$ cat src/design/frp_pkg.sv
// Shared constants and codes of the FASTQ record parser.
`default_nettype none
package frp_pkg;

   localparam int FRP_LENGTH_BITS = 16;

   typedef enum logic [1:0] {
      KIND_BYTE = 2'd0,
      KIND_END  = 2'd1,
      KIND_DONE = 2'd2,
      KIND_DROP = 2'd3
   } kind_type;

   typedef enum logic [1:0] {
      FIELD_NAME    = 2'd0,
      FIELD_COMMENT = 2'd1,
      FIELD_SEQ     = 2'd2,
      FIELD_QUAL    = 2'd3
   } field_type;

endpackage
`default_nettype wire

$ cat src/design/fastq_record_parser_top.sv
// FASTQ record parser: splits a text byte stream into record fields.
//
// Input channel req_*: one text byte (req_byte_value) or an end-of-input
// marker (req_end_of_input) per transfer. Result channel rsp_*: one result per
// transfer (field byte, field end with length, record complete or record
// discarded); rsp_last marks the final result caused by one input transfer.
// An input transfer updates the parse state and loads all its results (zero to
// four) into a four-entry result buffer in the same cycle; the first result is
// offered on the next cycle.
// Throughput is one input per cycle while each input yields at most one result
// and rsp_ready is high. An input that yields more than one result holds the
// input channel while the result buffer drains one entry per cycle, when the
// receiver is ready; a new input is taken in the cycle its last entry leaves.
// When the receiver stalls, the buffer holds and req_ready drops once its last
// entry is waiting. Synchronous reset empties the buffer and returns the
// parser to idle, between records.
`default_nettype none
module fastq_record_parser_top #(
   parameter int LENGTH_BITS = frp_pkg::FRP_LENGTH_BITS
) (
   input  wire logic        clock,
   input  wire logic        reset,
   input  wire logic        req_valid,
   output logic             req_ready,
   input  wire logic [7:0]  req_byte_value,
   input  wire logic        req_end_of_input,
   output logic             rsp_valid,
   input  wire logic        rsp_ready,
   output logic [1:0]       rsp_kind,
   output logic [1:0]       rsp_field,
   output logic [7:0]       rsp_data_byte,
   output logic [15:0]      rsp_field_length,
   output logic             rsp_last
);
   import frp_pkg::*;

   localparam logic [7:0] CH_LF    = 8'h0A;
   localparam logic [7:0] CH_CR    = 8'h0D;
   localparam logic [7:0] CH_TAB   = 8'h09;
   localparam logic [7:0] CH_SPACE = 8'h20;
   localparam logic [7:0] CH_AT    = 8'h40;
   localparam logic [7:0] CH_SLASH = 8'h2F;
   localparam logic [7:0] CH_ONE   = 8'h31;
   localparam logic [7:0] CH_TWO   = 8'h32;

   typedef enum logic [2:0] {
      PH_IDLE    = 3'd0,
      PH_SKIP    = 3'd1,
      PH_NAME    = 3'd2,
      PH_COMMENT = 3'd3,
      PH_SEQ     = 3'd4,
      PH_QUAL    = 3'd5
   } phase_type;

   typedef struct packed {
      kind_type    kind;
      field_type   field;
      logic [7:0]  data;
      logic [15:0] length;
      logic        last;
   } result_type;

   function automatic result_type make_res(input kind_type k, input field_type f,
                                           input logic [7:0] d, input logic [15:0] n);
      result_type r;
      r.kind   = k;
      r.field  = f;
      r.data   = d;
      r.length = n;
      r.last   = 1'b0;
      return r;
   endfunction

   function automatic logic [LENGTH_BITS-1:0] sat_inc(input logic [LENGTH_BITS-1:0] v);
      return (&v) ? v : v + LENGTH_BITS'(1);
   endfunction

   phase_type              phase_ff, phase_in;
   logic [7:0]             hold_ff [3];
   logic [7:0]             hold_in [3];
   logic [1:0]             hcnt_ff, hcnt_in;
   logic [LENGTH_BITS-1:0] len_ff, len_in;
   logic                   sep_ff, sep_in;
   result_type             buf_ff [4];
   result_type             res_list [4];
   logic [2:0]             res_n;
   logic [2:0]             cnt_ff, cnt_in;
   logic [1:0]             rd_ff, rd_in;

   logic       req_xfer;
   logic       rsp_xfer;
   logic [7:0] b;
   logic       name_done;
   logic       name_cr;
   logic [1:0] name_kept;
   logic       name_strip;

   assign b         = req_byte_value;
   assign req_ready = (cnt_ff == 3'd0) || ((cnt_ff == 3'd1) && rsp_ready);
   assign rsp_valid = (cnt_ff != 3'd0);
   assign req_xfer  = req_valid && req_ready;
   assign rsp_xfer  = rsp_valid && rsp_ready;

   assign rsp_kind         = buf_ff[rd_ff].kind;
   assign rsp_field        = buf_ff[rd_ff].field;
   assign rsp_data_byte    = buf_ff[rd_ff].data;
   assign rsp_field_length = buf_ff[rd_ff].length;
   assign rsp_last         = buf_ff[rd_ff].last;

   assign name_done = (b == CH_SPACE) || (b == CH_TAB) || (b == CH_LF);

   always_comb begin
      case (hcnt_ff)
         2'd1:    name_cr = (hold_ff[0] == CH_CR);
         2'd2:    name_cr = (hold_ff[1] == CH_CR);
         2'd3:    name_cr = (hold_ff[2] == CH_CR);
         default: name_cr = 1'b0;
      endcase
      name_kept  = hcnt_ff - 2'(name_cr);
      name_strip = (name_kept == 2'd2) && (len_ff != '0) && (hold_ff[0] == CH_SLASH) &&
                   ((hold_ff[1] == CH_ONE) || (hold_ff[1] == CH_TWO));
   end

   always_comb begin
      phase_in = phase_ff;
      hold_in  = hold_ff;
      hcnt_in  = hcnt_ff;
      len_in   = len_ff;
      sep_in   = sep_ff;
      res_n    = 3'd0;
      for (int i = 0; i < 4; i++) begin
         res_list[i] = '0;
      end

      if (req_end_of_input) begin
         if ((phase_ff == PH_QUAL) && sep_ff && ((len_ff != '0) || (hcnt_ff != 2'd0))) begin
            res_list[0] = make_res(KIND_END, FIELD_QUAL, 8'd0, 16'(len_ff));
            res_list[1] = make_res(KIND_DONE, FIELD_NAME, 8'd0, 16'd0);
            res_n       = 3'd2;
         end else if (phase_ff inside {[PH_NAME:PH_QUAL]}) begin
            res_list[0] = make_res(KIND_DROP, FIELD_NAME, 8'd0, 16'd0);
            res_n       = 3'd1;
         end
         phase_in = PH_IDLE;
         hcnt_in  = 2'd0;
         len_in   = '0;
         sep_in   = 1'b0;
      end else begin
         case (phase_ff)
            PH_SKIP: begin
               if (b == CH_LF) phase_in = PH_IDLE;
            end
            PH_NAME: begin
               if (name_done) begin
                  if ((name_kept != 2'd0) && !name_strip) begin
                     res_list[res_n[1:0]] = make_res(KIND_BYTE, FIELD_NAME, hold_ff[0], 16'd0);
                     res_n  = res_n + 3'd1;
                     len_in = sat_inc(len_in);
                  end
                  if ((name_kept >= 2'd2) && !name_strip) begin
                     res_list[res_n[1:0]] = make_res(KIND_BYTE, FIELD_NAME, hold_ff[1], 16'd0);
                     res_n  = res_n + 3'd1;
                     len_in = sat_inc(len_in);
                  end
                  res_list[res_n[1:0]] = make_res(KIND_END, FIELD_NAME, 8'd0, 16'(len_in));
                  res_n   = res_n + 3'd1;
                  len_in  = '0;
                  hcnt_in = 2'd0;
                  if (b == CH_LF) begin
                     res_list[res_n[1:0]] = make_res(KIND_END, FIELD_COMMENT, 8'd0, 16'd0);
                     res_n    = res_n + 3'd1;
                     phase_in = PH_SEQ;
                  end else begin
                     phase_in = PH_COMMENT;
                  end
               end else if (b == CH_CR) begin
                  case (hcnt_ff)
                     2'd3: begin
                        res_list[0] = make_res(KIND_BYTE, FIELD_NAME, hold_ff[0], 16'd0);
                        res_n       = 3'd1;
                        len_in      = sat_inc(len_in);
                        hold_in[0]  = hold_ff[1];
                        hold_in[1]  = hold_ff[2];
                        hold_in[2]  = b;
                     end
                     2'd2:    hold_in[2] = b;
                     2'd1:    hold_in[1] = b;
                     default: hold_in[0] = b;
                  endcase
                  hcnt_in = (hcnt_ff == 2'd3) ? 2'd3 : hcnt_ff + 2'd1;
               end else begin
                  case (hcnt_ff)
                     2'd3: begin
                        res_list[0] = make_res(KIND_BYTE, FIELD_NAME, hold_ff[0], 16'd0);
                        res_list[1] = make_res(KIND_BYTE, FIELD_NAME, hold_ff[1], 16'd0);
                        res_n       = 3'd2;
                        len_in      = sat_inc(sat_inc(len_in));
                        hold_in[0]  = hold_ff[2];
                        hold_in[1]  = b;
                     end
                     2'd2: begin
                        res_list[0] = make_res(KIND_BYTE, FIELD_NAME, hold_ff[0], 16'd0);
                        res_n       = 3'd1;
                        len_in      = sat_inc(len_in);
                        hold_in[0]  = hold_ff[1];
                        hold_in[1]  = b;
                     end
                     2'd1:    hold_in[1] = b;
                     default: hold_in[0] = b;
                  endcase
                  hcnt_in = (hcnt_ff == 2'd0) ? 2'd1 : 2'd2;
               end
            end
            PH_COMMENT, PH_SEQ, PH_QUAL: begin
               if ((phase_ff == PH_QUAL) && !sep_ff) begin
                  if (b == CH_LF) sep_in = 1'b1;
               end else if (b == CH_LF) begin
                  case (phase_ff)
                     PH_COMMENT: begin
                        res_list[0] = make_res(KIND_END, FIELD_COMMENT, 8'd0, 16'(len_ff));
                        res_n       = 3'd1;
                        phase_in    = PH_SEQ;
                     end
                     PH_SEQ: begin
                        res_list[0] = make_res(KIND_END, FIELD_SEQ, 8'd0, 16'(len_ff));
                        res_n       = 3'd1;
                        phase_in    = PH_QUAL;
                        sep_in      = 1'b0;
                     end
                     default: begin
                        res_list[0] = make_res(KIND_END, FIELD_QUAL, 8'd0, 16'(len_ff));
                        res_list[1] = make_res(KIND_DONE, FIELD_NAME, 8'd0, 16'd0);
                        res_n       = 3'd2;
                        phase_in    = PH_IDLE;
                        sep_in      = 1'b0;
                     end
                  endcase
                  len_in  = '0;
                  hcnt_in = 2'd0;
               end else begin
                  if (hcnt_ff != 2'd0) begin
                     res_list[0] = make_res(KIND_BYTE, field_type'(2'(phase_ff - PH_NAME)),
                                            CH_CR, 16'd0);
                     res_n       = 3'd1;
                     len_in      = sat_inc(len_in);
                  end
                  if (b == CH_CR) begin
                     hcnt_in = 2'd1;
                  end else begin
                     res_list[res_n[1:0]] = make_res(KIND_BYTE,
                                                     field_type'(2'(phase_ff - PH_NAME)),
                                                     b, 16'd0);
                     res_n   = res_n + 3'd1;
                     len_in  = sat_inc(len_in);
                     hcnt_in = 2'd0;
                  end
               end
            end
            default: begin
               if ((b == CH_LF) || (b == CH_CR)) begin
                  phase_in = PH_IDLE;
               end else if (b == CH_AT) begin
                  phase_in = PH_NAME;
                  hcnt_in  = 2'd0;
                  len_in   = '0;
                  sep_in   = 1'b0;
               end else begin
                  phase_in = PH_SKIP;
               end
            end
         endcase
      end

      for (int i = 0; i < 4; i++) begin
         res_list[i].last = (3'(i) + 3'd1 == res_n);
      end
   end

   assign cnt_in = req_xfer ? res_n : cnt_ff - 3'(rsp_xfer);
   assign rd_in  = req_xfer ? 2'd0 : rd_ff + 2'(rsp_xfer);

   always_ff @(posedge clock) begin
      if (reset) begin
         phase_ff <= PH_IDLE;
         hcnt_ff  <= 2'd0;
         len_ff   <= '0;
         sep_ff   <= 1'b0;
         cnt_ff   <= 3'd0;
         rd_ff    <= 2'd0;
      end else begin
         cnt_ff <= cnt_in;
         rd_ff  <= rd_in;
         if (req_xfer) begin
            phase_ff <= phase_in;
            hcnt_ff  <= hcnt_in;
            len_ff   <= len_in;
            sep_ff   <= sep_in;
            hold_ff  <= hold_in;
            buf_ff   <= res_list;
         end
      end
   end

endmodule
`default_nettype wire

$ cat config.mk
export PLATFORM = sky130hd
export DESIGN_NAME = fastq_record_parser_top
export DESIGN_NICKNAME = d
export VERILOG_FILES = /design/src/design/frp_pkg.sv /design/src/design/fastq_record_parser_top.sv
export SDC_FILE = /design/constraint.sdc
export NUM_CORES = 1
export LEC_CHECK = 0
export ABC_AREA = 0
export BUFFER_PORTS_ARGS = -buffer_cell sky130_fd_sc_hd__clkbuf_2
export CORE_UTILIZATION = 63
export DETAILED_ROUTE_END_ITERATION = 12
export GPL_TIMING_DRIVEN = 0
export PLACE_DENSITY = 0.91
export SLEW_MARGIN = 20
export SYNTH_ARGS = -nofsm -noshare
export SYNTH_HDL_FRONTEND = slang
export SYNTH_SLANG_ARGS = --single-unit
$ cat constraint.sdc
create_clock -name clock -period 9 [get_ports clock]
set_input_delay 1.8 -clock clock [delete_from_list [all_inputs] [get_ports clock]]
set_output_delay 1.8 -clock clock [all_outputs]
set_load 0.05 [all_outputs]
Yosys cells after proc, flatten, opt, wreduce, memory -nomap -nowiden
Index checks and enable logic that the tools add are counted.
{ "classes": {"n_reduce_logical": 52, "n_eq_ne": 39, "n_bitwise": 11, "order_cmp": 12, "n_addsub": 13, "mux": 136} }
{ "ops": {"columns": ["cell", "n"], "rows": [
  ["$mux W116", 7],
  ["$mux W29", 18],
  ["$mux W16", 27],
  ["$bwmux W116", 3],
  ["$mux W58", 5],
  ["$demux W29 S2", 4],
  ["$pmux W116 S2", 1],
  ["$mux W25", 5],
  ["$and A108 B108 Y108", 1],
  ["$not A108 Y108", 1],
  ["$mux W3", 26],
  ["$add A16 B1 Y16 const B", 4],
  ["$reduce_and A16 Y1", 4],
  ["$bmux W29 S2", 1],
  ["$pmux W27 S2", 1],
  ["$eq A8 B4 Y1 const B", 6],
  ["$pmux W16 S3", 1],
  ["$eq A8 B6 Y1 const B", 4],
  ["$pmux W16 S2", 1],
  ["$pmux W8 S2", 2],
  ["$reduce_and A7 Y1", 4],
  ["$mux W27", 1],
  ["$mux W2", 12],
  ["$pmux W8 S3", 1],
  ["54 further kinds", 123]
]} }
{ "totals": {"reg_bits": 167, "elab_cells": 292, "out_inout_bits": 31} }

Logic depth before layout (Yosys ltp)
{ "depth": {"ltp_word": 30, "mapped_depth": 23, "depth_no_buf": 21} }

Worst setup path after synthesis
Ideal clock, no wire load.
{ "synth_path": {"kind": "input port to flip-flop", "startpoint": "input port rsp_ready", "endpoint": "register hold_ff[10] in the netlist's numbering (enable)", "arrival_ps": 7822, "setup_ps": 386, "t_required_ps": 8614, "setup_slack_ps": 791, "stages": 5, "cell_sequence": "o21a_1 -> nand2_1 -> nor2_1 -> nand2b_1 -> a211oi_1"} }
{ "synth_via": {"elab_chain_len": 4} }
{ "synth_rtl": {"columns": ["element", "line_no", "source"], "rows": [
  ["start: declaration", "fastq_record_parser_top.sv:28", "input wire logic rsp_ready,"],
  ["$logic_and A1 B1 Y1", "fastq_record_parser_top.sv:99", "assign req_ready = (cnt_ff == 3'd0) || ((cnt_ff == 3'd1) && rsp_ready);"],
  ["$logic_or A1 B1 Y1", "fastq_record_parser_top.sv:99", null],
  ["$logic_and A1 B1 Y1", "fastq_record_parser_top.sv:101", "assign req_xfer = req_valid && req_ready;"],
  ["$reduce_and A7 Y1 (no source line)", null, null],
  ["end signal: assignment", "fastq_record_parser_top.sv:298", "hold_ff <= hold_in;"],
  ["end: declaration", "fastq_record_parser_top.sv:79", "logic [7:0] hold_ff [3];"]
]} }
Every way passes these cells.
A chain may end at the register's enable or synchronous reset.

Worst setup path in the final report
{ "layout_path": {"startpoint": "register hcnt_ff[1]", "endpoint": "register buf_ff[73] in the netlist's numbering, data pin"} }
{ "layout_via": {"elab_chain_len": 30, "word_cells_on_any_way": 81} }
{ "layout_rtl": {"columns": ["element", "line_no", "source"], "rows": [
  ["start: declaration", "fastq_record_parser_top.sv:81", "logic [1:0] hcnt_ff, hcnt_in;"],
  ["start signal: assignment", "fastq_record_parser_top.sv:295", "hcnt_ff <= hcnt_in;"],
  ["$eq A2 B2 Y1 or $eq A2 B1 Y1 (tied branches)", "fastq_record_parser_top.sv:113", "case (hcnt_ff)"],
  ["$pmux W1 S3", "fastq_record_parser_top.sv:113", null],
  ["$sub A2 B1 Y2", "fastq_record_parser_top.sv:119", "name_kept = hcnt_ff - 2'(name_cr);"],
  ["$eq A2 B2 Y1", "fastq_record_parser_top.sv:120", "name_strip = (name_kept == 2'd2) && (len_ff != '0) && (hold_ff[0] == CH_SLASH) &&"],
  ["$logic_and A1 B1 Y1 (3 in series)", "fastq_record_parser_top.sv:120", null],
  ["$logic_not A1 Y1", "fastq_record_parser_top.sv:155, fastq_record_parser_top.sv:160", null],
  ["$logic_and A1 B1 Y1", "fastq_record_parser_top.sv:155", "if ((name_kept != 2'd0) && !name_strip) begin"],
  ["$mux W1", "fastq_record_parser_top.sv:155", null],
  ["(+12 left out)", null, null],
  ["$mux W29 (implied by the code)", "fastq_record_parser_top.sv:170", "res_list[res_n[1:0]] = make_res(KIND_END, FIELD_COMMENT, 8'd0, 16'd0);"],
  ["$demux W29 S2", "fastq_record_parser_top.sv:170", null],
  ["$not A108 Y108 (no source line)", null, null],
  ["$and A108 B108 Y108 (no source line)", null, null],
  ["$mux W116", "fastq_record_parser_top.sv:169", "if (b == CH_LF) begin"],
  ["$mux W58", "fastq_record_parser_top.sv:154", "if (name_done) begin"],
  ["$pmux W116 S2 (*)", "fastq_record_parser_top.sv:149", "case (phase_ff)"],
  ["$mux W58 (*)", "fastq_record_parser_top.sv:135", "if (req_end_of_input) begin"],
  ["end signal: assignment", "fastq_record_parser_top.sv:299", "buf_ff <= res_list;"],
  ["end: declaration", "fastq_record_parser_top.sv:84", "result_type buf_ff [4];"]
]} }
Mark *: on every way between the ends. The rest lies on a longest branch, timed or not. The select of a mux whose other input is x is not followed.

==> results.py <==
metrics = {
    "setup_path": {
        "critPathRequiredTime_ns": 9.17,
        "critical_path_peak_fanout": 10,
        "reg2reg_to": "buf_ff[73]",
        "register_to_register_path_setup_slack_ns": 2.81,
        "timing_worst_setup_path_type": "reg -> reg",
        "cp-start-kind": "flop",
        "worstSetupEndpointType": "flop",
        "origin_of_the_critical_flop_to_flop_path": "hcnt_ff[1]",
        "critPathSlowestCell": "sky130_fd_sc_hd__dfxtp_1",
        "critical_path.max_stage_delay_ns": 0.52,
        "timing.reg2reg.worst_path_depth": 21,
        "worst_ep_arrival_time_ns": 6.36,
        "worstPathCellList": "ha_1 > clkbuf_1 > clkbuf_1 > a21oi_1 > nor2_1 > a41oi_1 > nor4_1 > ha_1 > nand4_1 > or4_4 > o31a_1 > buf_2 > buf_1 > o21ai_0 > ha_1 > inv_1 > nor2_1 > nand4_1 > nor3b_1 > mux2i_1 > nor2_1",
    },
    "floorplanning": {
        "chipHeight_um": 130,
        "floorplan.io_pins": 44,
        "dieArea_sq_um": 16800,
        "core.rowCount": 46,
        "initial_core_utilization": 0.645,
        "coreArea_sq_um": 15900,
        "die_w_um": 130,
    },
    "clock_network": {
        "path_clk_slew_ns": 0.06,
        "cts.root.buffer_cell": "sky130_fd_sc_hd__clkbuf_16",
        "clock_latency_ns": 0.45,
        "total_clock_buffers_created_by_cts": 17,
        "cts.repair.resized": 0,
        "hold_buf_cts": 0,
        "clock_sinks": 147,
        "cts.path.max_buffers": 2,
        "h-tree-depth": 4,
        "postCtsSetupBuffers": 0,
        "tritoncts": "yes",
    },
    "route": {
        "antenna_violating_nets_post_route": 0,
        "drt-vias-per-instance": 7.17,
        "drt-initial-drc-count": 2255,
        "drt_drc_violations_left": 0,
        "drt_pre_antenna_iters": 7,
        "routed_wire_length_per_instance_um": 23.9,
        "postRouteWirelength_mm": 33.7,
        "num_vias": 10100,
    },
    "yosys": {
        "synth_async_sr_flop_share": 0,
        "synth_warnings": 0,
        "synth_flop_cell": "sky130_fd_sc_hd__edfxtp_1",
        "synth_largest_area_cell": "sky130_fd_sc_hd__edfxtp_1",
        "syn-instance-count": 1100,
        "post_synth_instance_area_sq_um": 10300,
        "distinct_cells_synth": 98,
        "biggest_area_contributors_in_the_synthesized_netlist": "sky130_fd_sc_hd__edfxtp_1 35%, sky130_fd_sc_hd__dfxtp_1 5.3%, sky130_fd_sc_hd__nor2_1 4.6%",
        "netlist.area_leader.share": 0.350,
        "seq_area_frac_synth": 0.403,
        "synth_enable_flop_cells": 120,
        "synth.avg_cell_area_sq_um": 9.35,
        "yosys_register_bits": 147,
    },
    "cells_and_area": {
        "mostFrequentLayoutCell": "sky130_fd_sc_hd__nor2_1",
        "n_fill_cell": 1106,
        "multi_input_gate_area_in_the_final_layout_sq_um": 5830,
        "register_area_sq_um": 4140,
        "layout_common_cells": "126 x sky130_fd_sc_hd__nor2_1, 120 x sky130_fd_sc_hd__edfxtp_1, 90 x sky130_fd_sc_hd__nand2_1",
        "final_cells": 1409,
        "design_area_sq_um": 11500,
        "finalNetCount": 1209,
        "post_route_cells_drive_above_1_share": 0.146,
        "flow.area_growth_from_synthesis_pct": 11.7,
        "antenna-diode-count": 0,
    },
    "hold_path": {
        "holdPathEnd": "hold_ff[8]",
        "whs_path_depth": 1,
        "holdCritPathClass": "reg -> reg",
        "hold_path.startpoint": "hold_ff[0]",
    },
    "timing": {
        "timing.final.max_slew_violations": 0,
        "setup_viol": 0,
        "finalClockSkew_ns": 0.0149,
        "rsz0062_at_grt": "no",
        "period_share": 0.688,
        "hold_viol_final": 0,
        "worst_slew_pin_slew_ns": 1.22,
        "fmax_mhz": 161,
        "finalSetupTns_ns": 0,
        "min_period_ns": 6.19,
        "slew_headroom": 0.183,
        "holdWs_ns": 0.589,
    },
    "global_routing": {
        "largest_net_degree_at_the_start_of_global_routing": 30,
        "groute.usage.overall": 0.413,
        "grt_pass1_wl_mm": 51.9,
        "grt_pass1_vias": 9381,
        "grt_antenna_before_repair": 0,
        "grt_ovf": 0,
    },
    "placement": {
        "place.detailed.hpwl_mm": 23.8,
        "port_buffers": 43,
        "dp.cells": 1377,
        "placed_area_sq_um": 10900,
        "gpl.final_weighted_congestion": 0.990,
    },
    "power_and_ir_drop": {
        "power.density_cell_area_nw_per_um2": 182,
        "power_mw": 2.10,
        "vdd.ir_drop.worst_v": 0.000169,
        "power.leakage_nw": 3.68,
    },
    "outcome": {
        "run_status": "complete, no violations",
    },
    "job": {
        "max-cap-violations": 0,
    },
}
-- state kept, by name (all words and copies together) (netlist names) --
| signal | cells |
|---|---|
| rd_ff | 2 |
| sep_ff | 1 |
| hold_ff | 24 |
| hcnt_ff | 2 |
| buf_ff | 96 |
| len_ff | 16 |
| phase_ff | 3 |
| cnt_ff | 3 |
-- cell type report --
type,instances,share of cell area
Buffer,77,0.0284
Clock buffer,18,0.0392
Clock inverter,14,0.0100
Inverter,20,0.00653
Multi-Input combinational cell,871,0.507
Sequential cell,147,0.361
Tap cell,216,0.0235
Timing Repair Buffer,46,0.0246
-- kinds of logic (layout without fill, tap and decap cells) --
kind of cell / Yosys count / count (layout) / synth area share
adders and majority gates: 16 / 16 / 0.0195
AOI/OAI and AO/OA: 285 / 285 / 0.191
muxes: 57 / 57 / 0.0804
and+or+nand+nor: 462 / 462 / 0.237
buffers and inverters: 97 / 175 / 0.0390
other: 1 / 16 / 0.000364
DFF: 147 / 147 / 0.403
xor gates and xnor gates: 35 / 35 / 0.0298
-- metal layers --
| layer | track usage | wire (um) |
|---|---|---|
| met3 | 0.0910 | 4470 |
| met4 | 0.207 | 1810 |
| met1 | 0.555 | 12600 |
| met5 | 0 | 0 |
| met2 | 0.630 | 14800 |
-- cells in the mapped netlist (19+ instances only) --
cell type                  number
sky130_fd_sc_hd__nor2_1       127
sky130_fd_sc_hd__edfxtp_1     120
sky130_fd_sc_hd__nand2_1       90
sky130_fd_sc_hd__a21oi_1       86
sky130_fd_sc_hd__clkbuf_1      55
sky130_fd_sc_hd__nor3_1        49
sky130_fd_sc_hd__o21ai_0       42
sky130_fd_sc_hd__nand3_1       29
sky130_fd_sc_hd__xnor2_1       29
sky130_fd_sc_hd__dfxtp_1       27
sky130_fd_sc_hd__mux2i_1       26
sky130_fd_sc_hd__and2_1        25
sky130_fd_sc_hd__inv_1         19
sky130_fd_sc_hd__mux4_2        19
-- critical path, delay by kind of cell (launching register included) --
family          cells  cell delay [ns]
fa+ha+maj           3             0.79
mux                 1             0.37
simple gates        8             1.92
buf+inv             5             1.42
flops               1             0.52
compound gates      4             0.89
-- worst max-delay path by stage --
stage	from	end	cells after the start
after floorplan	rsp_ready	hold_ff[10]	5
after global placement	rsp_ready	hold_ff[14]	6
after detailed placement	req_byte_value[1]	hold_ff[15]	11
after CTS	hcnt_ff[1]	buf_ff[44]	21
after global routing	hcnt_ff[1]	buf_ff[44]	21
final	hcnt_ff[1]	buf_ff[73]	21
-- metrics by stage --
step / setup slack [ns] / utilization
after floorplan: 0.791 / -
after global placement: -0.823 / 0.679
after detailed placement: 2.96 / 0.685
after CTS: 3.05 / 0.720
after global routing: 2.56 / 0.721
final: 2.81 / 0.721
-- where the power goes --
part,switching (mW),internal (mW),leakage (nW)
Sequential,0.0285,0.817,1.34
Combinational,0.396,0.151,2.05
Clock,0.325,0.377,0.279
Power figures use the tool's default switching activity.
